<file path="src/iirdf1_pkg.sv">
// Package for the second-order direct-form-I IIR filter.
// Holds widths, register and tap codes, controller states and the
// command/status structs shared by the controller and the datapath.
package iirdf1_pkg;

  // Sample and coefficient formats: Q1.15 samples, Q4.14 coefficients
  localparam int SAMPLE_W  = 16;
  localparam int COEF_W    = 18;
  localparam int PROD_W    = SAMPLE_W + COEF_W;
  localparam int NUM_TAPS  = 5;
  // Five products of PROD_W bits need three guard bits
  localparam int ACC_W     = PROD_W + 3;
  localparam int TAP_W     = $clog2(NUM_TAPS);
  localparam int CNT_W     = $clog2(ACC_W);
  localparam int NUM_REGS  = 6;
  localparam int CFG_IDX_W = 3;
  localparam int CFG_DATA_W = COEF_W;

  // Default tap counts, fed to the top-level parameters
  localparam int FF_TAPS_DEF = 3;
  localparam int FB_TAPS_DEF = 3;

  // Reset values of the coefficient registers
  localparam logic signed [COEF_W-1:0] COEF_ONE  = COEF_W'(16384);
  localparam logic signed [COEF_W-1:0] COEF_ZERO = '0;

  // Saturation bounds
  localparam logic signed [SAMPLE_W-1:0] SAMPLE_MAX = {1'b0, {(SAMPLE_W-1){1'b1}}};
  localparam logic signed [SAMPLE_W-1:0] SAMPLE_MIN = {1'b1, {(SAMPLE_W-1){1'b0}}};

  // Configuration register indexes
  typedef enum logic [CFG_IDX_W-1:0] {
    REG_FF_COEF_0 = 3'd0,
    REG_FF_COEF_1 = 3'd1,
    REG_FF_COEF_2 = 3'd2,
    REG_FB_NORM   = 3'd3,
    REG_FB_COEF_1 = 3'd4,
    REG_FB_COEF_2 = 3'd5
  } cfg_reg_t;

  // Multiply-accumulate taps, in the order the controller walks them
  typedef enum logic [TAP_W-1:0] {
    TAP_X0 = 3'd0,
    TAP_X1 = 3'd1,
    TAP_X2 = 3'd2,
    TAP_Y1 = 3'd3,
    TAP_Y2 = 3'd4
  } tap_t;

  typedef enum logic [2:0] {
    ST_IDLE,
    ST_MAC,
    ST_DIV_INIT,
    ST_DIV,
    ST_FINISH
  } ctrl_state_t;

  typedef struct packed {
    logic start;
    logic mul_en;
    tap_t mul_tap;
    logic acc_en;
    logic div_init;
    logic div_step;
    logic finish;
  } dp_cmd_t;

  typedef struct packed {
    logic norm_zero;
  } dp_status_t;

endpackage

</file>
<file path="src/iirdf1_in_if.sv">
// Input sample channel of the IIR filter: valid/ready and one sample.
// Depends on iirdf1_pkg for the sample width.
interface iirdf1_in_if import iirdf1_pkg::*; ();
  logic                       valid;
  logic                       ready;
  logic signed [SAMPLE_W-1:0] sample_in;

  modport source (output valid, output sample_in, input ready);
  modport sink   (input valid, input sample_in, output ready);
endinterface

</file>
<file path="src/iirdf1_out_if.sv">
// Result channel of the IIR filter: valid/ready, filtered sample, error flag.
// Depends on iirdf1_pkg for the sample width.
interface iirdf1_out_if import iirdf1_pkg::*; ();
  logic                       valid;
  logic                       ready;
  logic signed [SAMPLE_W-1:0] sample_out;
  logic                       norm_zero_error;

  modport source (output valid, output sample_out, output norm_zero_error, input ready);
  modport sink   (input valid, input sample_out, input norm_zero_error, output ready);
endinterface

</file>
<file path="src/iirdf1_ctrl.sv">
// Controller of the IIR filter: sequences the multiply-accumulate taps and
// the serial division, and owns the channel handshakes. Uses iirdf1_pkg.
module iirdf1_ctrl
  import iirdf1_pkg::*;
(
  input  logic       clk,
  input  logic       rst_n,
  input  logic       in_valid,
  output logic       in_ready,
  output logic       out_valid,
  input  logic       out_ready,
  output dp_cmd_t    cmd,
  input  dp_status_t status
);

  ctrl_state_t      state_r, state_nxt;
  logic [CNT_W-1:0] cnt_r, cnt_nxt;
  logic             out_valid_r, out_valid_nxt;

  // State, step counter and result-valid registers
  always_ff @(posedge clk) begin
    if (!rst_n) begin
      state_r     <= ST_IDLE;
      cnt_r       <= '0;
      out_valid_r <= 1'b0;
    end else begin
      state_r     <= state_nxt;
      cnt_r       <= cnt_nxt;
      out_valid_r <= out_valid_nxt;
    end
  end

  // Next state and datapath commands
  always_comb begin
    state_nxt     = state_r;
    cnt_nxt       = cnt_r;
    cmd           = '0;
    cmd.mul_tap   = TAP_X0;
    in_ready      = 1'b0;
    // drop the result once its transfer completes
    out_valid_nxt = out_valid_r & ~out_ready;

    case (state_r)
      ST_IDLE: begin
        in_ready = 1'b1;
        if (in_valid) begin
          cmd.start = 1'b1;
          cnt_nxt   = '0;
          state_nxt = ST_MAC;
        end
      end
      ST_MAC: begin
        // product of tap n is formed in step n and added in step n+1
        cmd.mul_en = (cnt_r < CNT_W'(NUM_TAPS));
        if (cmd.mul_en) begin
          cmd.mul_tap = tap_t'(cnt_r[TAP_W-1:0]);
        end
        cmd.acc_en = (cnt_r != '0);
        if (cnt_r == CNT_W'(NUM_TAPS)) begin
          state_nxt = status.norm_zero ? ST_FINISH : ST_DIV_INIT;
        end else begin
          cnt_nxt = cnt_r + 1'b1;
        end
      end
      ST_DIV_INIT: begin
        cmd.div_init = 1'b1;
        cnt_nxt      = '0;
        state_nxt    = ST_DIV;
      end
      ST_DIV: begin
        cmd.div_step = 1'b1;
        if (cnt_r == CNT_W'(ACC_W - 1)) begin
          state_nxt = ST_FINISH;
        end else begin
          cnt_nxt = cnt_r + 1'b1;
        end
      end
      ST_FINISH: begin
        // hold until the output register is free
        if (!out_valid_r || out_ready) begin
          cmd.finish    = 1'b1;
          out_valid_nxt = 1'b1;
          state_nxt     = ST_IDLE;
        end
      end
      default: begin
        state_nxt = ST_IDLE;
      end
    endcase
  end

  assign out_valid = out_valid_r;

endmodule

</file>
<file path="src/iirdf1_dp.sv">
// Datapath of the IIR filter: coefficient registers, sample histories,
// shared multiplier and accumulator, restoring divider and saturation.
// Uses iirdf1_pkg; driven by commands from iirdf1_ctrl.
module iirdf1_dp
  import iirdf1_pkg::*;
#(
  parameter int FF_TAPS = FF_TAPS_DEF,
  parameter int FB_TAPS = FB_TAPS_DEF
) (
  input  logic                         clk,
  input  logic                         rst_n,
  input  logic                         cfg_we,
  input  logic [CFG_IDX_W-1:0]         cfg_index,
  input  logic [CFG_DATA_W-1:0]        cfg_data,
  input  logic signed [SAMPLE_W-1:0]   sample_in,
  input  dp_cmd_t                      cmd,
  output dp_status_t                   status,
  output logic signed [SAMPLE_W-1:0]   sample_out,
  output logic                         norm_zero_error
);

  logic signed [COEF_W-1:0]   ff0_r, ff1_r, ff2_r, norm_r, fb1_r, fb2_r;
  logic signed [SAMPLE_W-1:0] sample_r;
  logic signed [SAMPLE_W-1:0] x1_r, x2_r, y1_r, y2_r;
  logic signed [PROD_W-1:0]   prod_r, prod_nxt;
  logic                       prod_sub_r;
  logic signed [ACC_W-1:0]    acc_r;
  logic [ACC_W-1:0]           quo_r;
  logic [COEF_W-1:0]          rem_r, rem_nxt;
  logic [COEF_W-1:0]          dsr_r;
  logic                       neg_r;
  logic signed [SAMPLE_W-1:0] out_r;
  logic                       err_r;

  logic signed [SAMPLE_W-1:0] op_x;
  logic signed [COEF_W-1:0]   op_c;
  logic                       op_sub;
  logic signed [ACC_W-1:0]    prod_ext;
  logic [ACC_W-1:0]           acc_mag;
  logic [COEF_W-1:0]          norm_mag;
  logic [COEF_W:0]            trial;
  logic                       trial_ge;
  logic                       pos_ovf, neg_ovf;
  logic signed [SAMPLE_W-1:0] result;

  // Coefficient registers, to be written only while idle; the block does not enforce it
  always_ff @(posedge clk) begin
    if (!rst_n) begin
      ff0_r  <= COEF_ONE;
      ff1_r  <= COEF_ZERO;
      ff2_r  <= COEF_ZERO;
      norm_r <= COEF_ONE;
      fb1_r  <= COEF_ZERO;
      fb2_r  <= COEF_ZERO;
    end else if (cfg_we) begin
      case (cfg_reg_t'(cfg_index))
        REG_FF_COEF_0: ff0_r  <= cfg_data;
        REG_FF_COEF_1: ff1_r  <= cfg_data;
        REG_FF_COEF_2: ff2_r  <= cfg_data;
        REG_FB_NORM:   norm_r <= cfg_data;
        REG_FB_COEF_1: fb1_r  <= cfg_data;
        REG_FB_COEF_2: fb2_r  <= cfg_data;
        default: ;
      endcase
    end
  end

  assign status.norm_zero = (norm_r == COEF_ZERO);

  // Select the operands of the current tap; taps left out read as zero
  always_comb begin
    op_x   = sample_r;
    op_c   = ff0_r;
    op_sub = 1'b0;
    case (cmd.mul_tap)
      TAP_X0: begin
        op_x = sample_r;
        op_c = ff0_r;
      end
      TAP_X1: begin
        op_x = x1_r;
        op_c = (FF_TAPS > 1) ? ff1_r : COEF_ZERO;
      end
      TAP_X2: begin
        op_x = x2_r;
        op_c = (FF_TAPS > 2) ? ff2_r : COEF_ZERO;
      end
      TAP_Y1: begin
        op_x   = y1_r;
        op_c   = (FB_TAPS > 1) ? fb1_r : COEF_ZERO;
        op_sub = 1'b1;
      end
      TAP_Y2: begin
        op_x   = y2_r;
        op_c   = (FB_TAPS > 2) ? fb2_r : COEF_ZERO;
        op_sub = 1'b1;
      end
      default: begin
        op_x = sample_r;
        op_c = COEF_ZERO;
      end
    endcase
  end

  assign prod_nxt = op_x * op_c;
  assign prod_ext = {{(ACC_W-PROD_W){prod_r[PROD_W-1]}}, prod_r};

  // Multiplier output register and accumulator
  always_ff @(posedge clk) begin
    if (cmd.start) begin
      sample_r <= sample_in;
      acc_r    <= '0;
    end else if (cmd.acc_en) begin
      acc_r <= prod_sub_r ? (acc_r - prod_ext) : (acc_r + prod_ext);
    end
    if (cmd.mul_en) begin
      prod_r     <= prod_nxt;
      prod_sub_r <= op_sub;
    end
  end

  // Magnitudes for the divider
  assign acc_mag  = acc_r[ACC_W-1] ? ACC_W'(-acc_r) : ACC_W'(acc_r);
  assign norm_mag = norm_r[COEF_W-1] ? (~norm_r + 1'b1) : norm_r;

  // One restoring step: shift in the next dividend bit, subtract if it fits
  assign trial    = {rem_r, quo_r[ACC_W-1]};
  assign trial_ge = (trial >= {1'b0, dsr_r});
  assign rem_nxt  = trial_ge ? COEF_W'(trial - {1'b0, dsr_r}) : trial[COEF_W-1:0];

  // Divider registers; the dividend shifts out as quotient bits shift in
  always_ff @(posedge clk) begin
    if (cmd.div_init) begin
      quo_r <= acc_mag;
      rem_r <= '0;
      dsr_r <= norm_mag;
      neg_r <= acc_r[ACC_W-1] ^ norm_r[COEF_W-1];
    end else if (cmd.div_step) begin
      quo_r <= {quo_r[ACC_W-2:0], trial_ge};
      rem_r <= rem_nxt;
    end
  end

  // Saturate the signed quotient to the sample range
  assign pos_ovf = |quo_r[ACC_W-1:SAMPLE_W-1];
  assign neg_ovf = (|quo_r[ACC_W-1:SAMPLE_W]) ||
                   (quo_r[SAMPLE_W-1] && (|quo_r[SAMPLE_W-2:0]));

  always_comb begin
    if (status.norm_zero) begin
      result = '0;
    end else if (neg_r) begin
      result = neg_ovf ? SAMPLE_MIN : (~quo_r[SAMPLE_W-1:0] + 1'b1);
    end else begin
      result = pos_ovf ? SAMPLE_MAX : quo_r[SAMPLE_W-1:0];
    end
  end

  // Sample histories advance once per item
  always_ff @(posedge clk) begin
    if (!rst_n) begin
      x1_r <= '0;
      x2_r <= '0;
      y1_r <= '0;
      y2_r <= '0;
    end else if (cmd.finish) begin
      x1_r <= sample_r;
      x2_r <= x1_r;
      y1_r <= result;
      y2_r <= y1_r;
    end
  end

  // Output register
  always_ff @(posedge clk) begin
    if (cmd.finish) begin
      out_r <= result;
      err_r <= status.norm_zero;
    end
  end

  assign sample_out      = out_r;
  assign norm_zero_error = err_r;

endmodule

</file>
<file path="src/iir_filter_direct_form_one.sv">
// Second-order direct-form-I IIR filter, Q1.15 samples and Q4.14
// coefficients. Each accepted sample passes, from its transfer to its result
// sitting in the output register, through the five taps on the single
// shared 16x18 multiplier and its accumulator, a step to set up the divider,
// the restoring divider (one quotient bit per cycle over the 37-bit
// accumulator) and a step to saturate and load the output register. When
// fb_norm is zero the division is skipped and the result appears with
// norm_zero_error set and sample_out zero. One sample is in work at a
// time; the next is taken in the cycle after the previous result is loaded,
// whether or not that result has been transferred. A finished sample waits
// while an earlier result is still stalled in the output register.
// The user must write coefficients through the cfg port only while the
// filter is idle; the block itself does not enforce this.
module iir_filter_direct_form_one
  import iirdf1_pkg::*;
#(
  parameter int FEEDFORWARD_TAPS = FF_TAPS_DEF,
  parameter int FEEDBACK_TAPS    = FB_TAPS_DEF
) (
  input  logic                  clk,
  input  logic                  rst_n,
  iirdf1_in_if.sink             in_chan,
  iirdf1_out_if.source          out_chan,
  input  logic                  cfg_we,
  input  logic [CFG_IDX_W-1:0]  cfg_index,
  input  logic [CFG_DATA_W-1:0] cfg_data
);

  dp_cmd_t    cmd;
  dp_status_t status;

  // Sequencer and handshakes
  iirdf1_ctrl u_ctrl (
    .clk       (clk),
    .rst_n     (rst_n),
    .in_valid  (in_chan.valid),
    .in_ready  (in_chan.ready),
    .out_valid (out_chan.valid),
    .out_ready (out_chan.ready),
    .cmd       (cmd),
    .status    (status)
  );

  // Arithmetic and storage
  iirdf1_dp #(
    .FF_TAPS (FEEDFORWARD_TAPS),
    .FB_TAPS (FEEDBACK_TAPS)
  ) u_dp (
    .clk             (clk),
    .rst_n           (rst_n),
    .cfg_we          (cfg_we),
    .cfg_index       (cfg_index),
    .cfg_data        (cfg_data),
    .sample_in       (in_chan.sample_in),
    .cmd             (cmd),
    .status          (status),
    .sample_out      (out_chan.sample_out),
    .norm_zero_error (out_chan.norm_zero_error)
  );

endmodule

</file>
<file path="src/flat_wrapper.sv">
// flat-port wrapper written by rule: the top's interface ports become plain ports
module iir_filter_direct_form_one_flat import iirdf1_pkg::*;
#(
  parameter int FEEDFORWARD_TAPS = FF_TAPS_DEF,
  parameter int FEEDBACK_TAPS    = FB_TAPS_DEF
)
  (clk, rst_n, cfg_we, cfg_index, cfg_data, in_chan_valid, in_chan_sample_in, in_chan_ready, out_chan_valid, out_chan_sample_out, out_chan_norm_zero_error, out_chan_ready);
  iirdf1_in_if in_chan_i ();
  iirdf1_out_if out_chan_i ();
  input  logic clk;
  input  logic rst_n;
  input  logic cfg_we;
  input  logic [CFG_IDX_W-1:0] cfg_index;
  input  logic [CFG_DATA_W-1:0] cfg_data;
  input wire logic [$bits(in_chan_i.valid)-1:0] in_chan_valid;
  input wire logic [$bits(in_chan_i.sample_in)-1:0] in_chan_sample_in;
  output wire logic [$bits(in_chan_i.ready)-1:0] in_chan_ready;
  output wire logic [$bits(out_chan_i.valid)-1:0] out_chan_valid;
  output wire logic [$bits(out_chan_i.sample_out)-1:0] out_chan_sample_out;
  output wire logic [$bits(out_chan_i.norm_zero_error)-1:0] out_chan_norm_zero_error;
  input wire logic [$bits(out_chan_i.ready)-1:0] out_chan_ready;
  assign in_chan_i.valid = in_chan_valid;
  assign in_chan_i.sample_in = in_chan_sample_in;
  assign in_chan_ready = in_chan_i.ready;
  assign out_chan_valid = out_chan_i.valid;
  assign out_chan_sample_out = out_chan_i.sample_out;
  assign out_chan_norm_zero_error = out_chan_i.norm_zero_error;
  assign out_chan_i.ready = out_chan_ready;
  iir_filter_direct_form_one #(.FEEDFORWARD_TAPS(FEEDFORWARD_TAPS), .FEEDBACK_TAPS(FEEDBACK_TAPS)) u_core (.clk(clk), .rst_n(rst_n), .in_chan(in_chan_i), .out_chan(out_chan_i), .cfg_we(cfg_we), .cfg_index(cfg_index), .cfg_data(cfg_data));
endmodule
</file>
<file path="config.mk">
export PLATFORM = sky130hd
export DESIGN_NAME = iir_filter_direct_form_one_flat
export DESIGN_NICKNAME = d
export VERILOG_FILES = /design/src/iirdf1_pkg.sv /design/src/iirdf1_in_if.sv /design/src/iirdf1_out_if.sv /design/src/iirdf1_ctrl.sv /design/src/iirdf1_dp.sv /design/src/iir_filter_direct_form_one.sv /design/src/flat_wrapper.sv
export SDC_FILE = /design/constraint.sdc
export NUM_CORES = 2
export LEC_CHECK = 0
export BUFFER_PORTS_ARGS = -buffer_cell sky130_fd_sc_hd__buf_2
export CAP_MARGIN = 10
export CELL_PAD_IN_SITES_DETAIL_PLACEMENT = 1
export CELL_PAD_IN_SITES_GLOBAL_PLACEMENT = 1
export CORE_ASPECT_RATIO = 0.5
export CORE_MARGIN = 2
export CORE_UTILIZATION = 40
export DETAILED_ROUTE_END_ITERATION = 8
export GPL_TIMING_DRIVEN = 0
export PLACE_DENSITY_LB_ADDON = 0.1
export SLEW_MARGIN = 20
export SYNTH_ARGS = -nofsm -noshare
export SYNTH_HDL_FRONTEND = slang
export SYNTH_SLANG_ARGS = --single-unit
</file>
<file path="constraint.sdc">
create_clock -name clk -period 14.1 [get_ports clk]
set_input_delay 0 -clock clk [delete_from_list [all_inputs] [get_ports clk]]
set_output_delay 0 -clock clk [all_outputs]
set_load 0.01 [all_outputs]
</file>
# ---- Word level (Yosys, flattened, before mapping)
# Index checks and enable logic that the tools add are counted.
dict set report totals {
  elab_cells 117
  inputBits 42
  output_inout_bits 19
  regBits 361
}
dict set report classes {
  add_sub_neg 7
  n_eq_ne 21
  bitwise_logic 5
  order_cmp 2
  mux 34
  n_mul 1
  n_reduce_logical 23
}
# cell n
set op_table {}
lappend op_table {{37-bit 2-to-1 mux} 4}
lappend op_table {{18-bit one-hot mux with 5 select lines} 1}
lappend op_table {{16-bit 2-to-1 mux} 4}
lappend op_table {{16-bit one-hot mux with 4 select lines} 1}
lappend op_table {{37-bit by 34-bit adder with 37-bit output} 1}
lappend op_table {{37-bit negator} 1}
lappend op_table {{37-bit by 34-bit subtractor with 37-bit output} 1}
lappend op_table {{16-bit by 18-bit multiplier with 34-bit output} 1}
lappend op_table {{6-bit one-hot mux with 4 select lines} 1}
lappend op_table {{22-bit OR reduction} 1}
lappend op_table {{21-bit OR reduction} 1}
lappend op_table {{19-bit by 18-bit >= comparator with 1-bit output} 1}
lappend op_table {{18-bit by 1-bit adder with 18-bit output, second input constant} 1}
lappend op_table {{3-bit by 2-bit equality test with 1-bit output, second input constant} 6}
lappend op_table {{18-bit zero test} 1}
lappend op_table {{18-bit 2-to-1 mux} 1}
lappend op_table {{3-bit 2-to-1 mux} 6}
lappend op_table {{6-bit 2-to-1 mux} 3}
lappend op_table {{18-bit inverter} 1}
lappend op_table {{18-bit subtractor} 1}
lappend op_table {{17-bit 2-to-1 mux} 1}
lappend op_table {{16-bit by 1-bit adder with 16-bit output, second input constant} 1}
lappend op_table {{16-bit inverter} 1}
lappend op_table {{3-bit one-hot mux with 5 select lines} 1}
lappend op_table {{other kinds (23)} 51}

# ---- Longest topological paths before layout
dict set report logic_depth {
  ltp_word 6
  ltp_mapped 35
  mapped_depth_nobuf 30
}

# ---- Cells and area by module
# A second synthesis with hierarchy kept.
dict set report hier_totals {
  cells_unflattened 3355
  hier_area_um2 30262.8
}
# mod seq_area_each_um2 area_each_um2 n_inst cells_per_inst
set by_module_without_submodules {}
lappend by_module_without_submodules {iirdf1_dp 8267.9 29625.9 1 3278}
lappend by_module_without_submodules {iirdf1_ctrl 200.2 636.9 1 77}

# ---- Worst setup path before layout
# OpenSTA, ideal clock, no wires.
dict set report synth_path {
  kind {register -> register}
  start {register u_core.u_ctrl.cnt_r[0]}
  end {register u_core.u_dp.prod_r[32], data pin}
  slack_ns 4.311
  t_required_ns 13.832
  path_buffers 1
  path_stages_with_launch 30
  setup_ns 0.268
  period_less_slack_ns 9.789
  t_arrival_ns 9.521
  cell_sequence {dfxtp_1 > clkbuf_1 > inv_1 > ha_1 > inv_1 > a21oi_1 > o31ai_1 > a222oi_1 > inv_1 > a221oi_1 > nand2b_1 > fa_1 > fa_1 > inv_1 > fa_1 > fa_1 > fa_1 > inv_1 > fa_1 > inv_1 > ha_1 > a2111oi_0 > o21ai_0 > a22oi_1 > o31ai_1 > or4_1 > nand4_1 > nand4_1 > o311ai_0 > xnor2_1}
}
dict set report synth_between {
  elab_chain_len 6
  word_cells_on_any_way 11
  cone_classes {mul: 1; order compare: 1; eq/ne: 4; mux: 4; reduce/logical: 1}
}
# item line_no
set synth_rtl {}
lappend synth_rtl {{start, declared} iirdf1_ctrl.sv:17} ;# logic [CNT_W-1:0] cnt_r, cnt_nxt;
lappend synth_rtl {{start signal, assigned} iirdf1_ctrl.sv:28} ;# cnt_r <= cnt_nxt;
lappend synth_rtl {{6-bit by 3-bit < comparator with 1-bit output} iirdf1_ctrl.sv:54} ;# cmd.mul_en = (cnt_r < CNT_W'(NUM_TAPS));
lappend synth_rtl {{3-bit 2-to-1 mux *} iirdf1_ctrl.sv:55} ;# if (cmd.mul_en) begin
lappend synth_rtl {{5-bit 2-to-1 mux *} iirdf1_ctrl.sv:43} ;# case (state_r)
lappend synth_rtl {{3-bit equality test, or another cell as far along} iirdf1_dp.sv:75} ;# case (cmd.mul_tap)
lappend synth_rtl {{18-bit one-hot mux with 5 select lines / 16-bit one-hot mux with 4 select lines (equally long branches)} iirdf1_dp.sv:75}
lappend synth_rtl {{16-bit by 18-bit multiplier with 34-bit output *} iirdf1_dp.sv:105} ;# assign prod_nxt = op_x * op_c;
lappend synth_rtl {{net u_core.u_dp.prod_nxt[32]} iirdf1_dp.sv:25} ;# logic signed [PROD_W-1:0] prod_r, prod_nxt;
lappend synth_rtl {{end signal, assigned} iirdf1_dp.sv:117} ;# prod_r <= prod_nxt;
lappend synth_rtl {{end, declared} iirdf1_dp.sv:25}
# Mark *: on every way through the listed nets, which the timed path passes. The rest lies on a longest branch.
# A chain may end at the register's enable or synchronous reset.

# ---- Worst setup path after layout
dict set report layout_path {
  start {register u_core.u_ctrl.state_r[0]}
  end {register u_core.u_dp.prod_r[32], data pin}
}
dict set report layout_between {
  elab_chain_len 5
  word_cells_on_any_way 10
  cone_classes {mul: 1; eq/ne: 5; mux: 3; reduce/logical: 1}
}
# item line_no
set layout_rtl {}
lappend layout_rtl {{start, declared} iirdf1_ctrl.sv:16} ;# ctrl_state_t state_r, state_nxt;
lappend layout_rtl {{start signal, assigned} iirdf1_ctrl.sv:27} ;# state_r <= state_nxt;
lappend layout_rtl {{3-bit by 1-bit equality test with 1-bit output *} iirdf1_ctrl.sv:43}
lappend layout_rtl {{5-bit 2-to-1 mux *} iirdf1_ctrl.sv:43}
lappend layout_rtl {{3-bit equality test, or another cell as far along} iirdf1_dp.sv:75}
lappend layout_rtl {{18-bit one-hot mux with 5 select lines / 16-bit one-hot mux with 4 select lines (equally long branches)} iirdf1_dp.sv:75}
lappend layout_rtl {{16-bit by 18-bit multiplier with 34-bit output *} iirdf1_dp.sv:105}
lappend layout_rtl {{net u_core.u_dp.prod_nxt[32]} iirdf1_dp.sv:25}
# Marks and branches as above.

==> metrics <==
nature of the critical path startpoint register; top cell family by delay on the critical path adder cells; Req. time, crit path 14.36 ns; largest net degree at the start of global routing 36; data arrival time of the worst path 11.81 ns; RSZ-0062 raised after global routing false; Starting Density 0.405; Static Leakage 13.8 nW; root buffer selected by CTS clkbuf_16; Yosys cell types 74; Mapped Area 29700 um2; H-tree levels 2; DR vias 24600; crit path kind reg -> reg; vias in the first global route 25600; Hold Fails Final Rpt 0; worst-margin pin slew 1.18 ns; drt pass-1 iters 5; Final Net Count 4041; Max-cap violations 0; DR DRC count 0; Primary FF master, synth dfxtp_1; biggest regs u_core.u_dp.acc_r (37), u_core.u_dp.quo_r (37), u_core.u_dp.prod_r (34); Mean Syn Cell Area 8.71 um2; Hold-fix buffers, CTS 38; port bufs 59; die area 76600 um2; Most common cell on crit path fa_1; Post-synth EDFFs 124; worst r2r dst u_core.u_dp.prod_r[32]$_DFFE_PP_; Die Height 197 um; f_max 86.6 MHz; Worst path depth 31; hold wc startpoint rst_n; initial drt markers 1453; die extent in x 390 um; flops & latches, synth 361; CTS Buffer Depth 3; Area contributors post-synth fa_1 (20%), dfxtp_1 (16%), edfxtp_1 (13%), nand2_1 (8.2%), ha_1 (6.2%); setup tns final 0 ns; Slew Limit Fails 0; Clock Skew 0.0363 ns; post-synthesis net count 3895; I/O pin total 61; vias per cell 5.38; minimum clock period 11.55 ns; TritonCTS Buffers 39; Max stage delay on crit path 0.99 ns; asr flop ratio synth 0; area added between synthesis and finish 11.7%; area leader, netlist fa_1; total grt overflow 0; GRT Total Usage 0.256; Post-Route WL 96000 um; CTS sink cnt 361; synth cell count leaders nand2_1 (652), inv_1 (381), fa_1 (292), nor2_1 (240), dfxtp_1 (237); Inst Count DP 4451; share of cells above drive strength 1 0.0521; Row Count 70; R2R depth 31; HPWL Detailed 77300 um; Syn Inst Count 3413; Max-slew headroom 0.208; Final setup viols 0; status finished, final reports clean; count leader, synth nand2_1; CTS tree yes; Worst Setup SP u_core.u_ctrl.state_r[0]$_SDFFE_PN0P_; first-pass GRT wire length 151000 um; Post-CTS Setup Bufs 0; Clock Latency Late Sink 0.58 ns; Placeable Area 73300 um2; CP Capture Type register; initial antenna violation count 4; pwr dens 115 nW/um2; gpl congestion 0.881; Yosys warnings 0; post-cts resize count 0; clock slew at reported path FFs 0.06 ns; Final Cycle Share 0.819; worst reg2reg startpoint u_core.u_ctrl.state_r[0]$_SDFFE_PN0P_; R2R Setup Slk 2.55 ns; Hold Path Depth 3; Worst VDD drop 84.4 uV; sequential fraction of the synthesis area 0.285; Antenna Nets Post-Route 0; post-route insts no fill 4563; Worst Setup EP u_core.u_dp.prod_r[32]$_DFFE_PP_; critical path peak fanout 10; Slowest cell on crit path o31ai_1; top-area cell type share of the netlist area 0.197; drt wl/cell 21.0 um; CP bufs+invs 9; HP Class in -> reg
-- cell type report --
cell class | instances | area, um2
antenna | 1 | 2.50
buffer | 150 | 567
clock buffer | 55 | 1170
clock inverter | 17 | 214
fill | 8565 | 40100
inverter | 383 | 1440
multi-input combinational | 2519 | 19300
sequential | 361 | 8470
tap | 972 | 1220
timing repair buffer | 105 | 790
-- worst min-delay path by stage --
| stage | end | slack, ns |
|---|---|---|
| final | u_core.u_dp.norm_r[5]$_SDFFE_PN0P_ | 0.13 |
| after global routing | u_core.u_dp.sample_r[15]$_DFFE_PP_ | 0.14 |
| after CTS | u_core.u_dp.norm_r[7]$_SDFFE_PN0P_ | 0.09 |
| after detailed placement | u_core.u_dp.sample_r[4]$_DFFE_PP_ | 0.18 |
| after global placement | u_core.u_dp.sample_r[6]$_DFFE_PP_ | 0.18 |
| after floorplan | u_core.u_dp.sample_r[0]$_DFFE_PP_ | 0.1 |
-- layer usage --
layer	up-vias	GRT usage	wire length, um
met1	12500	0.377	47700
met2	409	0.398	41700
met4	2	0.0378	1140
met3	71	0.0470	5380
met5	-	0	9
li1	11600	-	-
-- where the power goes --
part / internal, W / switching [W]
registers: 0.00118 / 0.0000750
logic: 0.000522 / 0.000905
clock network: 0.000657 / 0.000473
total: 0.00236 / 0.00145
-- per-stage QoR --
stage	utilization	power [W]	instance area, um2	hold slack (ns)	setup WS [ns]
finish	0.453	0.00381	33200	0.127	2.55
global route	0.453	0.00407	33200	0.139	1.88
CTS	0.453	0.00385	33200	0.0885	2.38
detailed placement	0.429	0.00270	31400	0.179	2.43
global placement	0.426	0.00267	31200	0.177	0.563
floorplan	-	0.00219	29700	0.0989	4.31
-- layout by cell type, fill, tap and decap left out, types with 11 or more instances in the layout --
cell           netlist  routed
nand2_1            652     652
inv_1              381     380
fa_1               292     292
nor2_1             240     240
dfxtp_1            237     237
a21boi_0           174     174
ha_1               148     148
clkbuf_1           139     142
edfxtp_1           124     124
a21oi_1            124     123
o21ai_0            118     118
xnor2_1            104     104
xor2_1              63      63
buf_2                1      60
a22oi_1             50      50
nand2b_1            48      48
nand3_1             42      42
clkbuf_16            0      42
nor3_1              41      38
dlygate4sd3_1        0      38
nand4_1             35      35
nor2b_1             29      29
a21o_1              26      26
or3_1               25      25
o31ai_1             25      24
and2_1              23      23
o21a_1              19      19
and3_1              19      19
and4_1              18      18
mux2i_1             17      17
a211oi_1            17      17
nor4_1              16      15
or2_2               15      15
o21bai_1            13      13
a31oi_1             17      11
-- kinds of logic (layout without fill, tap and decap cells) --
family                   Yosys count  count (layout)  share of synthesized area
XOR/XNOR                         167             167                     0.0492
other                              0               1                          0
AND/OR/NAND/NOR                 1237            1237                      0.186
adder cells (fa/ha/maj)          440             440                      0.259
flip-flops                       361             361                      0.285
multiplexers                      20              20                    0.00686
buffers and inverters            533             710                     0.0673
AO/OA/AOI/OAI                    655             655                      0.147
-- worst min-delay path: cells and delay by family --
family	cells	cell delay, ns
buf+inv	2	0.49
compound gates	1	0.16
(Power assumes the default switching activity.)
